===== src/rrm_pkg.sv =====
// ----------------------------------------------------------------------------
// Ranked matcher package
// Shared types, constants and helper functions of the ranked matcher.
// ----------------------------------------------------------------------------
package rrm_pkg;

    localparam int unsigned MaxResourcesDefault = 16;
    localparam int unsigned DurationBitsDefault = 10;
    localparam int unsigned MaskBits = 16;
    localparam int unsigned CfgIdxBits = 2;
    localparam int unsigned WordBits = 32;
    localparam int unsigned RankBits = 31;
    localparam logic [31:0] LfsrTaps = 32'h8020_0003;

    typedef enum logic [1:0] {
        OP_REQ,
        OP_DUR,
        OP_START,
        OP_NOP
    } t_op;

    typedef enum logic [1:0] {
        CFG_COUNT,
        CFG_RESAMPLE,
        CFG_SEED,
        CFG_SPARE
    } t_cfg;

    typedef enum logic [2:0] {
        S_IDLE,
        S_SCAN,
        S_START,
        S_DIV,
        S_DONE
    } t_state;

    typedef struct packed {
        logic load;
        logic scan_step;
        logic start_step;
        logic div_step;
        logic finish;
    } t_cmd;

    typedef struct packed {
        t_op  op;
        logic idx_ok;
        logic last;
        logic out_busy;
    } t_stat;

    function automatic logic [31:0] lfsr_next(input logic [31:0] w);
        lfsr_next = (w >> 1) ^ (w[0] ? LfsrTaps : 32'd0);
    endfunction

    function automatic logic [31:0] sat_add(input logic [31:0] a, input logic [31:0] b);
        logic [32:0] s;
        s = {1'b0, a} + {1'b0, b};
        sat_add = s[32] ? 32'hFFFF_FFFF : s[31:0];
    endfunction

endpackage


===== src/rrm_in_if.sv =====
// ----------------------------------------------------------------------------
// Request channel
// Valid/ready channel carrying one input item of the ranked matcher.
// ----------------------------------------------------------------------------
interface rrm_in_if #(
    parameter int unsigned DURATION_BITS = rrm_pkg::DurationBitsDefault
);
    logic                     valid;
    logic                     ready;
    logic [1:0]               opcode;
    logic [15:0]              eligible_mask;
    logic [3:0]               resource_index;
    logic [DURATION_BITS-1:0] duration_value;

    modport source (output valid, opcode, eligible_mask, resource_index, duration_value,
                    input ready);
    modport sink (input valid, opcode, eligible_mask, resource_index, duration_value,
                  output ready);
endinterface


===== src/rrm_out_if.sv =====
// ----------------------------------------------------------------------------
// Result channel
// Valid/ready channel carrying one result item of the ranked matcher.
// ----------------------------------------------------------------------------
interface rrm_out_if;
    logic        valid;
    logic        ready;
    logic        matched;
    logic [3:0]  granted_resource;
    logic [31:0] match_total;

    modport source (output valid, matched, granted_resource, match_total, input ready);
    modport sink (input valid, matched, granted_resource, match_total, output ready);
endinterface


===== src/rrm_ctrl.sv =====
// ----------------------------------------------------------------------------
// Ranked matcher controller
// Sequences the scan, start, modulo and result phases of each item.
// ----------------------------------------------------------------------------
module rrm_ctrl (
    input  logic           i_clk,
    input  logic           i_rst_n,
    input  logic           i_in_valid,
    output logic           o_in_ready,
    input  rrm_pkg::t_stat i_stat,
    output rrm_pkg::t_cmd  o_cmd
);
    rrm_pkg::t_state r_state, n_state;

    always_ff @(posedge i_clk) begin
        if (!i_rst_n) begin
            r_state <= rrm_pkg::S_IDLE;
        end else begin
            r_state <= n_state;
        end
    end

    always_comb begin
        n_state = r_state;
        o_cmd = '0;
        o_in_ready = 1'b0;
        unique case (r_state)
            rrm_pkg::S_IDLE: begin
                o_in_ready = 1'b1;
                if (i_in_valid) begin
                    o_cmd.load = 1'b1;
                    n_state = rrm_pkg::S_DONE;
                end
            end
            rrm_pkg::S_SCAN: begin
                o_cmd.scan_step = 1'b1;
                if (i_stat.last) begin
                    n_state = rrm_pkg::S_DONE;
                end
            end
            rrm_pkg::S_START: begin
                o_cmd.start_step = 1'b1;
                if (i_stat.last) begin
                    n_state = rrm_pkg::S_DONE;
                end
            end
            rrm_pkg::S_DIV: begin
                o_cmd.div_step = 1'b1;
                if (i_stat.last) begin
                    n_state = rrm_pkg::S_DONE;
                end
            end
            rrm_pkg::S_DONE: begin
                if (!i_stat.out_busy) begin
                    o_cmd.finish = 1'b1;
                    n_state = rrm_pkg::S_IDLE;
                end
            end
            default: begin
                n_state = rrm_pkg::S_IDLE;
            end
        endcase
        if (r_state == rrm_pkg::S_IDLE && i_in_valid) begin
            unique case (i_stat.op)
                rrm_pkg::OP_REQ:   n_state = rrm_pkg::S_SCAN;
                rrm_pkg::OP_START: n_state = rrm_pkg::S_START;
                rrm_pkg::OP_DUR:   n_state = i_stat.idx_ok ? rrm_pkg::S_DIV : rrm_pkg::S_DONE;
                rrm_pkg::OP_NOP:   n_state = rrm_pkg::S_DONE;
            endcase
        end
    end
endmodule


===== src/rrm_dp.sv =====
// ----------------------------------------------------------------------------
// Ranked matcher datapath
// Resource tables, rank generator, modulo unit, selection and result register.
// ----------------------------------------------------------------------------
module rrm_dp #(
    parameter int unsigned MAX_RESOURCES = rrm_pkg::MaxResourcesDefault,
    parameter int unsigned DURATION_BITS = rrm_pkg::DurationBitsDefault
) (
    input  logic                               i_clk,
    input  logic                               i_rst_n,
    input  logic                               i_cfg_we,
    input  logic [rrm_pkg::CfgIdxBits-1:0]     i_cfg_idx,
    input  logic [rrm_pkg::WordBits-1:0]       i_cfg_wdata,
    input  logic [1:0]                         i_opcode,
    input  logic [15:0]                        i_mask,
    input  logic [3:0]                         i_ridx,
    input  logic [DURATION_BITS-1:0]           i_dval,
    input  rrm_pkg::t_cmd                      i_cmd,
    output rrm_pkg::t_stat                     o_stat,
    output logic                               o_valid,
    input  logic                               i_ready,
    output logic                               o_matched,
    output logic [3:0]                         o_granted,
    output logic [31:0]                        o_total
);
    localparam int unsigned IW = $clog2(MAX_RESOURCES);
    localparam int unsigned CW = (IW > 5) ? IW : 5;
    localparam int unsigned MW = (MAX_RESOURCES > 16) ? MAX_RESOURCES : 16;
    localparam int unsigned DB = DURATION_BITS;

    logic [4:0]               r_count;
    logic                     r_resample;
    logic [31:0]              r_seed;

    logic [31:0]              r_free [MAX_RESOURCES];
    logic [30:0]              r_rank [MAX_RESOURCES];
    logic [DB-1:0]            r_dur  [MAX_RESOURCES];
    logic [DB-1:0]            r_phase[MAX_RESOURCES];
    logic [31:0]              r_lfsr;
    logic [31:0]              r_arr;
    logic [31:0]              r_grants;

    rrm_pkg::t_op             r_op;
    logic [MW-1:0]            r_mask;
    logic [IW-1:0]            r_ridx;
    logic                     r_idx_ok;
    logic [DB-1:0]            r_dval;
    logic [CW-1:0]            r_cnt;
    logic [DB:0]              r_rem;
    logic                     r_found;
    logic [IW-1:0]            r_best;
    logic [30:0]              r_best_rank;
    logic [DB-1:0]            r_best_dur;

    logic                     r_valid;
    logic                     r_matched;
    logic [3:0]               r_granted;
    logic [31:0]              r_total;

    logic [IW-1:0]            j;
    logic [31:0]              n_act;
    logic                     active;
    logic [31:0]              lfsr_nx;
    logic                     draw;
    logic [30:0]              cur_rank;
    logic                     cand;
    logic [DB:0]              rem_sh;
    logic [DB:0]              rem_nx;
    logic [DB-1:0]            phase_inc;
    logic [DB-1:0]            dval_eff;
    logic [31:0]              n_grants;

    assign j = r_cnt[IW-1:0];
    assign n_act = (32'(r_count) > MAX_RESOURCES) ? 32'(MAX_RESOURCES) : 32'(r_count);
    assign active = 32'(r_cnt) < n_act;
    assign lfsr_nx = rrm_pkg::lfsr_next(r_lfsr);
    assign draw = active && r_resample && (r_phase[j] == '0);
    assign cur_rank = draw ? lfsr_nx[30:0] : r_rank[j];
    assign cand = active && r_mask[j] && (r_free[j] <= r_arr);
    assign phase_inc = r_phase[j] + 1'b1;
    assign rem_sh = {r_rem[DB-1:0], r_arr[5'd31 - r_cnt[4:0]]};
    assign rem_nx = (rem_sh >= {1'b0, r_dval}) ? rem_sh - {1'b0, r_dval} : rem_sh;
    assign dval_eff = (i_dval == '0) ? DB'(1) : i_dval;
    assign n_grants = rrm_pkg::sat_add(r_grants, 32'd1);

    always_comb begin
        o_stat.op = rrm_pkg::t_op'(i_opcode);
        o_stat.idx_ok = 32'(i_ridx) < MAX_RESOURCES;
        o_stat.out_busy = r_valid && !i_ready;
        if (r_op == rrm_pkg::OP_DUR) begin
            o_stat.last = r_cnt[4:0] == 5'd31;
        end else begin
            o_stat.last = 32'(r_cnt) == MAX_RESOURCES - 1;
        end
    end

    always_ff @(posedge i_clk) begin
        if (!i_rst_n) begin
            r_count <= 5'd16;
            r_resample <= 1'b1;
            r_seed <= 32'd1;
        end else if (i_cfg_we) begin
            unique case (rrm_pkg::t_cfg'(i_cfg_idx))
                rrm_pkg::CFG_COUNT:    r_count <= i_cfg_wdata[4:0];
                rrm_pkg::CFG_RESAMPLE: r_resample <= i_cfg_wdata[0];
                rrm_pkg::CFG_SEED:     r_seed <= i_cfg_wdata;
                rrm_pkg::CFG_SPARE:    r_count <= r_count;
            endcase
        end
    end

    always_ff @(posedge i_clk) begin
        if (!i_rst_n) begin
            for (int k = 0; k < MAX_RESOURCES; k++) begin
                r_free[k] <= '0;
                r_rank[k] <= '0;
                r_dur[k] <= DB'(1);
                r_phase[k] <= '0;
            end
            r_lfsr <= 32'd1;
            r_arr <= '0;
            r_grants <= '0;
            r_op <= rrm_pkg::OP_NOP;
            r_idx_ok <= 1'b0;
            r_cnt <= '0;
            r_found <= 1'b0;
            r_valid <= 1'b0;
        end else begin
            if (r_valid && i_ready) begin
                r_valid <= 1'b0;
            end
            if (i_cmd.load) begin
                r_op <= rrm_pkg::t_op'(i_opcode);
                r_mask <= MW'(i_mask);
                r_ridx <= IW'(i_ridx);
                r_idx_ok <= o_stat.idx_ok;
                r_dval <= dval_eff;
                r_cnt <= '0;
                r_rem <= '0;
                r_found <= 1'b0;
                r_best <= '0;
                if (rrm_pkg::t_op'(i_opcode) == rrm_pkg::OP_START) begin
                    r_lfsr <= (r_seed == '0) ? 32'd1 : r_seed;
                    r_arr <= '0;
                    r_grants <= '0;
                end
            end
            if (i_cmd.scan_step) begin
                r_cnt <= r_cnt + 1'b1;
                if (draw) begin
                    r_lfsr <= lfsr_nx;
                    r_rank[j] <= lfsr_nx[30:0];
                end
                if (cand && (!r_found || cur_rank < r_best_rank)) begin
                    r_found <= 1'b1;
                    r_best <= j;
                    r_best_rank <= cur_rank;
                    r_best_dur <= r_dur[j];
                end
                if (r_arr != 32'hFFFF_FFFF) begin
                    r_phase[j] <= (phase_inc == r_dur[j]) ? '0 : phase_inc;
                end
            end
            if (i_cmd.start_step) begin
                r_cnt <= r_cnt + 1'b1;
                r_free[j] <= '0;
                r_phase[j] <= '0;
                if (active) begin
                    r_lfsr <= lfsr_nx;
                    r_rank[j] <= lfsr_nx[30:0];
                end
            end
            if (i_cmd.div_step) begin
                r_cnt <= r_cnt + 1'b1;
                r_rem <= rem_nx;
            end
            if (i_cmd.finish) begin
                r_valid <= 1'b1;
                r_matched <= 1'b0;
                r_granted <= '0;
                r_total <= r_grants;
                unique case (r_op)
                    rrm_pkg::OP_REQ: begin
                        r_arr <= rrm_pkg::sat_add(r_arr, 32'd1);
                        if (r_found) begin
                            r_free[r_best] <= rrm_pkg::sat_add(r_arr, 32'(r_best_dur));
                            r_grants <= n_grants;
                            r_matched <= 1'b1;
                            r_granted <= 4'(r_best);
                            r_total <= n_grants;
                        end
                    end
                    rrm_pkg::OP_DUR: begin
                        if (r_idx_ok) begin
                            r_dur[r_ridx] <= r_dval;
                            r_phase[r_ridx] <= r_rem[DB-1:0];
                        end
                    end
                    rrm_pkg::OP_START: r_lfsr <= r_lfsr;
                    rrm_pkg::OP_NOP:   r_lfsr <= r_lfsr;
                endcase
            end
        end
    end

    assign o_valid = r_valid;
    assign o_matched = r_matched;
    assign o_granted = r_granted;
    assign o_total = r_total;
endmodule


===== src/ranked_reusable_resource_matcher.sv =====
// ----------------------------------------------------------------------------
// Ranked reusable resource matcher
// Grants each request the free eligible resource with the smallest random rank.
// ----------------------------------------------------------------------------
// A request makes one pass over the resource table.
// A start makes one pass over the resource table, drawing one rank per cycle for each active entry.
// A duration load runs a bit-serial modulo of the arrival index.
// Other opcodes and loads to an index out of range go straight to the result phase.
// One item is in work at a time.
// Reset is synchronous and active low; it restores all tables, the configuration and the state and valid registers.
module ranked_reusable_resource_matcher #(
    parameter int unsigned MAX_RESOURCES = rrm_pkg::MaxResourcesDefault,
    parameter int unsigned DURATION_BITS = rrm_pkg::DurationBitsDefault
) (
    input  logic                           i_clk,
    input  logic                           i_rst_n,
    rrm_in_if.sink                         i_req,
    rrm_out_if.source                      o_rsp,
    input  logic                           i_cfg_we,
    input  logic [rrm_pkg::CfgIdxBits-1:0] i_cfg_idx,
    input  logic [rrm_pkg::WordBits-1:0]   i_cfg_wdata
);
    rrm_pkg::t_cmd  cmd;
    rrm_pkg::t_stat stat;

    rrm_ctrl u_ctrl (
        .i_clk      (i_clk),
        .i_rst_n    (i_rst_n),
        .i_in_valid (i_req.valid),
        .o_in_ready (i_req.ready),
        .i_stat     (stat),
        .o_cmd      (cmd)
    );

    rrm_dp #(
        .MAX_RESOURCES (MAX_RESOURCES),
        .DURATION_BITS (DURATION_BITS)
    ) u_dp (
        .i_clk       (i_clk),
        .i_rst_n     (i_rst_n),
        .i_cfg_we    (i_cfg_we),
        .i_cfg_idx   (i_cfg_idx),
        .i_cfg_wdata (i_cfg_wdata),
        .i_opcode    (i_req.opcode),
        .i_mask      (i_req.eligible_mask),
        .i_ridx      (i_req.resource_index),
        .i_dval      (i_req.duration_value),
        .i_cmd       (cmd),
        .o_stat      (stat),
        .o_valid     (o_rsp.valid),
        .i_ready     (o_rsp.ready),
        .o_matched   (o_rsp.matched),
        .o_granted   (o_rsp.granted_resource),
        .o_total     (o_rsp.match_total)
    );
endmodule

===== src/flat_wrapper.sv =====
// flat-port wrapper written by rule: the top's interface ports become plain ports
module ranked_reusable_resource_matcher_flat 
#(
    parameter int unsigned MAX_RESOURCES = rrm_pkg::MaxResourcesDefault,
    parameter int unsigned DURATION_BITS = rrm_pkg::DurationBitsDefault
)
  (i_clk, i_rst_n, i_cfg_we, i_cfg_idx, i_cfg_wdata, i_req_valid, i_req_opcode, i_req_eligible_mask, i_req_resource_index, i_req_duration_value, i_req_ready, o_rsp_valid, o_rsp_matched, o_rsp_granted_resource, o_rsp_match_total, o_rsp_ready);
  rrm_in_if #(.DURATION_BITS(DURATION_BITS)) i_req_i ();
  rrm_out_if o_rsp_i ();
  input  logic i_clk;
  input  logic i_rst_n;
  input  logic i_cfg_we;
  input  logic [rrm_pkg::CfgIdxBits-1:0] i_cfg_idx;
  input  logic [rrm_pkg::WordBits-1:0] i_cfg_wdata;
  input wire logic [$bits(i_req_i.valid)-1:0] i_req_valid;
  input wire logic [$bits(i_req_i.opcode)-1:0] i_req_opcode;
  input wire logic [$bits(i_req_i.eligible_mask)-1:0] i_req_eligible_mask;
  input wire logic [$bits(i_req_i.resource_index)-1:0] i_req_resource_index;
  input wire logic [$bits(i_req_i.duration_value)-1:0] i_req_duration_value;
  output wire logic [$bits(i_req_i.ready)-1:0] i_req_ready;
  output wire logic [$bits(o_rsp_i.valid)-1:0] o_rsp_valid;
  output wire logic [$bits(o_rsp_i.matched)-1:0] o_rsp_matched;
  output wire logic [$bits(o_rsp_i.granted_resource)-1:0] o_rsp_granted_resource;
  output wire logic [$bits(o_rsp_i.match_total)-1:0] o_rsp_match_total;
  input wire logic [$bits(o_rsp_i.ready)-1:0] o_rsp_ready;
  assign i_req_i.valid = i_req_valid;
  assign i_req_i.opcode = i_req_opcode;
  assign i_req_i.eligible_mask = i_req_eligible_mask;
  assign i_req_i.resource_index = i_req_resource_index;
  assign i_req_i.duration_value = i_req_duration_value;
  assign i_req_ready = i_req_i.ready;
  assign o_rsp_valid = o_rsp_i.valid;
  assign o_rsp_matched = o_rsp_i.matched;
  assign o_rsp_granted_resource = o_rsp_i.granted_resource;
  assign o_rsp_match_total = o_rsp_i.match_total;
  assign o_rsp_i.ready = o_rsp_ready;
  ranked_reusable_resource_matcher #(.MAX_RESOURCES(MAX_RESOURCES), .DURATION_BITS(DURATION_BITS)) u_core (.i_clk(i_clk), .i_rst_n(i_rst_n), .i_req(i_req_i), .o_rsp(o_rsp_i), .i_cfg_we(i_cfg_we), .i_cfg_idx(i_cfg_idx), .i_cfg_wdata(i_cfg_wdata));
endmodule

===== config.mk =====
export PLATFORM = sky130hd
export DESIGN_NAME = ranked_reusable_resource_matcher_flat
export DESIGN_NICKNAME = d
export VERILOG_FILES = /design/src/rrm_pkg.sv /design/src/rrm_in_if.sv /design/src/rrm_out_if.sv /design/src/rrm_ctrl.sv /design/src/rrm_dp.sv /design/src/ranked_reusable_resource_matcher.sv /design/src/flat_wrapper.sv
export SDC_FILE = /design/constraint.sdc
export NUM_CORES = 2
export LEC_CHECK = 0
export ABC_AREA = 1
export BUFFER_PORTS_ARGS = -buffer_cell sky130_fd_sc_hd__buf_2
export CORE_MARGIN = 5
export CORE_UTILIZATION = 55
export DETAILED_ROUTE_END_ITERATION = 8
export PLACE_DENSITY = 0.71
export SLEW_MARGIN = 20
export SYNTH_ARGS = -nofsm -noshare
export SYNTH_HDL_FRONTEND = slang
export SYNTH_SLANG_ARGS = --single-unit

===== constraint.sdc =====
create_clock -name i_clk -period 6.3 [get_ports i_clk]
set_input_delay 1.26 -clock i_clk [delete_from_list [all_inputs] [get_ports i_clk]]
set_output_delay 1.26 -clock i_clk [all_outputs]
set_load 0.02 [all_outputs]

# Word level (Yosys, flattened, before mapping)
# Memories as Yosys holds them, arrays and structs flattened. A register that Yosys moved wholly into a read port is not among the register bits.
# Cells that the tools add are included.
word_totals:
  register_bits: 269
  ramBits: 1328
  in_bits: 71
  out_inout_bits: 39
  mem_count: 4
op_classes:
  addsub: 7
  magnitude_cmp: 7
  n_eq_ne: 20
  mux: 115
  n_bitwise: 3
  reduce_logical: 38
mem_list:
  columns: ["name", "words", "word_bits", "read_ports", "rd_ports_with_merged_regs", "write_ports", "line", "source"]
  rows:
  - ["u_core.u_dp.r_free", 16, 32, 1, 1, 16, "rrm_dp.sv:35", "logic [31:0] r_free [MAX_RESOURCES];"]
  - ["u_core.u_dp.r_rank", 16, 31, 1, 1, 16, "rrm_dp.sv:36", "logic [30:0] r_rank [MAX_RESOURCES];"]
  - ["u_core.u_dp.r_dur", 16, 10, 1, 1, 16, "rrm_dp.sv:37", "logic [DB-1:0] r_dur [MAX_RESOURCES];"]
  - ["u_core.u_dp.r_phase", 16, 10, 1, 1, 16, "rrm_dp.sv:38", "logic [DB-1:0] r_phase[MAX_RESOURCES];"]
op_table:
  columns: ["operator", "n"]
  rows:
  - ["two-way mux 32 bit", 26]
  - ["two-way mux 31 bit", 3]
  - ["two-way mux 10 bit", 8]
  - ["two-way mux 4 bit", 17]
  - ["adder 32 x 1 -> 33 bit, second input constant", 2]
  - ["OR reduction 32 bit", 2]
  - ["two-way mux 1 bit", 48]
  - ["adder 32 x 10 -> 33 bit", 1]
  - ["<= comparator 32 bit", 1]
  - ["logical NOT 32 bit", 1]
  - ["!= test 32 bit, second input constant", 1]
  - ["XOR 31 x 32 -> 32 bit", 1]
  - ["less-than comparator 31 bit", 1]
  - ["OR reduction 31 bit", 1]
  - ["OR reduction 10 bit", 3]
  - ["two-way mux 5 bit", 5]
  - ["logical NOT 10 bit", 2]
  - ["AND reduction 2 bit", 7]
  - ["two-way mux 3 bit", 4]
  - ["one-hot mux 3 bit (4 select lines)", 1]
  - ["greater-or-equal comparator 11 x 10 -> 1 bit", 1]
  - ["adder 10 x 1 -> 10 bit, second input constant", 1]
  - ["== test 10 bit", 1]
  - ["== test 2 bit, second input constant", 5]
  - ["other kinds (31)", 47]

# Depth between registers and ports, before layout
depth:
  word_depth: 12
  ltp_mapped: 35

# By module
# Synthesis repeated with hierarchy kept, for this count alone.
hier_totals:
  hier_cells: 8126
  area_unflattened_um2: 77011.4
modules_own_cells:
  columns: ["mod", "instances", "cells_per_inst", "area_each_um2", "seq_area_each_um2"]
  rows:
  - ["rrm_dp", 1, 8087, 76766.1, 46504.6]
  - ["rrm_ctrl", 1, 39, 245.2, 60.1]

# Worst setup path after synthesis
# No wires, ideal clock.
synth_path:
  kind: "input -> register"
  start: "in o_rsp_ready"
  end: "mem u_core.u_dp.r_phase[2][0] (netlist name), enable pin"
  setup_ps: 391
  arrival_time_ps: 5214
  setup_slack_ps: 695
  cell_stages: 12
  cell_sequence: "nor2_1 > inv_1 > nand2_1 > nor2_1 > inv_2 > nor3_4 > inv_1 > a21oi_1 > inv_1 > nor3_2 > inv_1 > o21ai_0"
synth_rtl:
  columns: ["element", "line", "source"]
  rows:
  - ["from (decl)", "flat_wrapper.sv:25", "input wire logic [$bits(o_rsp_i.ready)-1:0] o_rsp_ready;"]
  - ["to (decl)", "rrm_dp.sv:38", null]

==> out/results.ini <==
[outcome]
status=finished, final reports clean

[pwr]
p_sw_mw=6.64
power.share.clock=0.388
intPower_mw=18.3
comb_power_share=0.125
cellPowerDensity_mw_per_mm2=305
swShare=0.266
power_frac_seq=0.487
p_leak_nw=29.0
ir_worst_vdd_mv=0.231

[timing]
tightest_slew_ps=1100
fin_tns_setup_ps=0
rsz0062_at_grt=no
period_minus_slack_ps=5840
slew-limit-headroom=0.262
finalHoldViolCount=0
fin_hold_ws_ps=467
fmax_mhz=171
slew_violations=0
setup_slack_ps=455
fin_skew_ps=33.6
timing.final.crit_share=0.928
setup_viol=0

[synthesis]
yosys_warnings=0
synthAdderAreaFrac=0.0174
syn_nets=7574
synth.avg_cell_area_um2=10.0
synth_top_family_by_area=simple AND/OR/NAND/NOR gates
synth-seq-cells=1601
synth-xor-area-share=0.0108
async_reset_ff_frac=0
postSynthCellCount=7401
muxShareOfSynthArea=0
synth_compound_area_frac=0.135
synth_seq_area_share=0.626
synth_edf_count=1450
synthDistinctLibCells=63
synth_area_mm2=0.0744
synthFlopType=edfxtp_1
synthSimpleGateAreaFrac=0.157

[clocking]
h-tree-depth=4
insertion_delay_ps=820
clk_pin_slew_ps=60
cts-root-buf=clkbuf_16
cts_tree=built
cts_num_sinks=1601
cts_setup_buffers=0
ctsHoldBuffers=0
cts_buffers=163
ctsResizeCount=0
clock_path_buffers=3

[critical_path]
worstPathArrival_ps=6320
path_common_cell=nand2_1
required_ps=6780
slowest_stage=dfxtp_4
worstSetupPathType=reg -> reg
critPathMaxStageDelay_ps=650
crit_path_start_kind=flop
crit_fanout=41
r2r_slack_ps=460
crit_path_end_kind=flop
regToRegEndpoint=u_core.u_dp.r_best_rank[13]$_DFFE_PP_
rr_worst_depth=26

[finish]
stdcell_count=9160
drive_gt1_frac=0.0821
nNetsFinal=7416
area_growth_pct=9.76
antennaDiodeCount=0
fillers=10900

[detailed_routing]
final_antenna_net_count=0
post_drt_wl_per_cell_um=24.2
drc=0
via_per_inst=6.29
drt_iter0_drc=7782
drtPass1Iterations=6
drt-total-wl_mm=222
vias=57600

[die]
ios=110
fp-row-count=135
core_area_mm2=0.135
dieArea_mm2=0.143
die_h_um=378
die_w_um=378
start_util=0.551

[worst_hold_path]
min_path_type=reg -> reg
hold_end=u_core.u_dp.r_seed[4]$_SDFFE_PN0P_
worstHoldPathCells=2
min_from=u_core.u_dp.r_seed[4]$_SDFFE_PN0P_

[placement]
io_buffers=109
dp_slack_ps=216
globalplace.congestion=0.941
dp_cells=8856
hpwl_mm=129

[global_routing]
grt_use_met3=0.0622
grt-ovfl-total=0
met2_usage=0.489
top_usage_layer=met2
antenna_found_initial=4
grtUsageMet1=0.408
grt_use_total=0.305
grt_pass1_vias=55000
grt_pass1_wl_mm=332
grt_max_degree=173

[job]
maxCapViolCount=0

[cells in the mapped netlist (3+ instances only)]
library cell	n	area, µm²
or2_2	4	25.0
nor4_1	20	125
a311oi_1	29	254
buf_2	95	475
a21boi_0	12	90.1
inv_2	3	11.3
buf_4	26	195
nand2_4	10	113
edfxtp_1	1450	43500
clkbuf_1	414	1550
nor2_1	1958	7350
nand2_1	660	2480
a32o_1	17	170
xnor2_1	11	96.3
o21ai_1	30	150
buf_1	28	105
a21oi_1	380	1900
buf_6	13	146
a211oi_1	15	113
o221a_2	3	33.8
nor3_1	39	195
o31ai_1	5	37.5
nand4_1	31	194
nand3_1	173	866
nor3_2	9	90.1
o22ai_1	101	632
ha_1	100	1250
nor2_2	16	100
o211ai_1	94	706
o21a_1	6	45.0
o221ai_1	191	1670
inv_1	340	1280
clkinv_1	58	218
o21bai_1	4	30.0
a221oi_1	27	236
xor2_1	78	683
o21ai_0	763	3820
dfxtp_1	151	3020
o311ai_0	4	35.0
a31oi_1	4	25.0
[metal layers]
layer | part of all wire | up-vias
met5 | 0 | -
met4 | 0.045 | 0
met3 | 0.11 | 616
met2 | 0.46 | 3614
met1 | 0.38 | 27800
li1 | - | 25600
[registers in the layout, indices dropped and copies added (netlist names), 31 cells and up, named ones only]
| name | count |
|---|---|
| u_core.u_dp.r_grants | 32 |
| u_core.u_dp.o_total | 32 |
| u_core.u_dp.r_seed | 32 |
| u_core.u_dp.r_phase | 160 |
| u_core.u_dp.r_best_rank | 31 |
| u_core.u_dp.r_free | 512 |
| u_core.u_dp.r_rank | 496 |
| u_core.u_dp.r_arr | 32 |
| u_core.u_dp.r_dur | 160 |
| u_core.u_dp.r_lfsr | 32 |
[layout by cell type (no fill, tap or decap), types with 7 or more instances in the layout]
master     instances
buf_4            119
inv_1            336
ha_1             100
nand4_1           31
o221ai_1         191
clkinv_8           7
a211oi_1          15
buf_12            22
dfxtp_1          147
nor2_1          1955
nor4_1            19
xnor2_1           11
nand3_1          169
o21ai_2           13
nor3_2             9
nor3_1            39
clkinv_2          17
edfxtp_1        1450
clkinv_1          88
a311oi_1          29
o22ai_1          101
xor2_1            78
nor2_2            15
clkbuf_1          42
o211ai_1          94
o21ai_0          763
nand2_1          622
o21ai_1           18
clkbuf_16        164
bufinv_16         14
buf_2            109
a32o_1            17
a21oi_1          380
a221oi_1          27
nand2_2           36
a21boi_0          12
nand2_4           14
[worst max-delay path by stage]
| stage | slack [ps] | from | to | cells past startpoint |
|---|---|---|---|---|
| floorplan | 690 | o_rsp_ready | u_core.u_dp.r_phase[2][0]$_SDFFCE_PN0P_ | 12 |
| global placement | 320 | o_rsp_ready | u_core.u_dp.r_phase[0][0]$_SDFFCE_PN0P_ | 13 |
| detailed placement | 220 | o_rsp_ready | u_core.u_dp.r_phase[0][0]$_SDFFCE_PN0P_ | 13 |
| CTS | 480 | flop | u_core.u_dp.r_best_rank[24]$_DFFE_PP_ | 32 |
| global route | 180 | flop | u_core.u_dp.r_best_rank[9]$_DFFE_PP_ | 31 |
| finish | 460 | flop | u_core.u_dp.r_best_rank[13]$_DFFE_PP_ | 26 |
[kinds of logic after synthesis]
logic type / after synthesis
AOI/OAI and AO/OA: 1693
xor gates and xnor gates: 90
adders and majority gates: 102
buffers and inverters: 979
DFF: 1601
and+or+nand+nor: 2936
[layout make-up]
class | count | area [µm²] | share of cell area
clock inverter | 86 | 943 | 0.0116
clock buffer | 215 | 4370 | 0.0535
inverter | 403 | 1550 | 0.0189
sequential | 1601 | 46600 | 0.571
tap | 1781 | 2230 | 0.0273
timing repair buffer | 253 | 1930 | 0.0236
multi-input combinational | 4821 | 24000 | 0.294
[critical path, delay by kind of cell, from the launching register on]
family	cells	cell delay, ps
simple gates	14	2160
compound gates	4	710
buf+inv	7	1570
flops	1	650
fa+ha+maj	1	280
[power groups by stage]
stage	clock [mW]	combinational (mW)	sequential (mW)
final	9.68	3.11	12.1
after global routing	10.2	3.35	12.2
after CTS	9.75	3.01	12.1
after detailed placement	0	3.00	12.4
after global placement	0	2.93	12.4
after floorplan	0	2.05	12.3
[metrics by stage]
stage          total power [mW]  cell area [µm²]  utilization
6_report                   24.9            81600        0.605
5_1_grt                    25.7            81600        0.605
4_1_cts                    24.9            81500        0.604
3_5_place_dp               15.4            76200        0.565
3_3_place_gp               15.3            76200        0.564
2_1_floorplan              14.4            74400            -
Note: power is estimated with default switching activity, not from simulation.
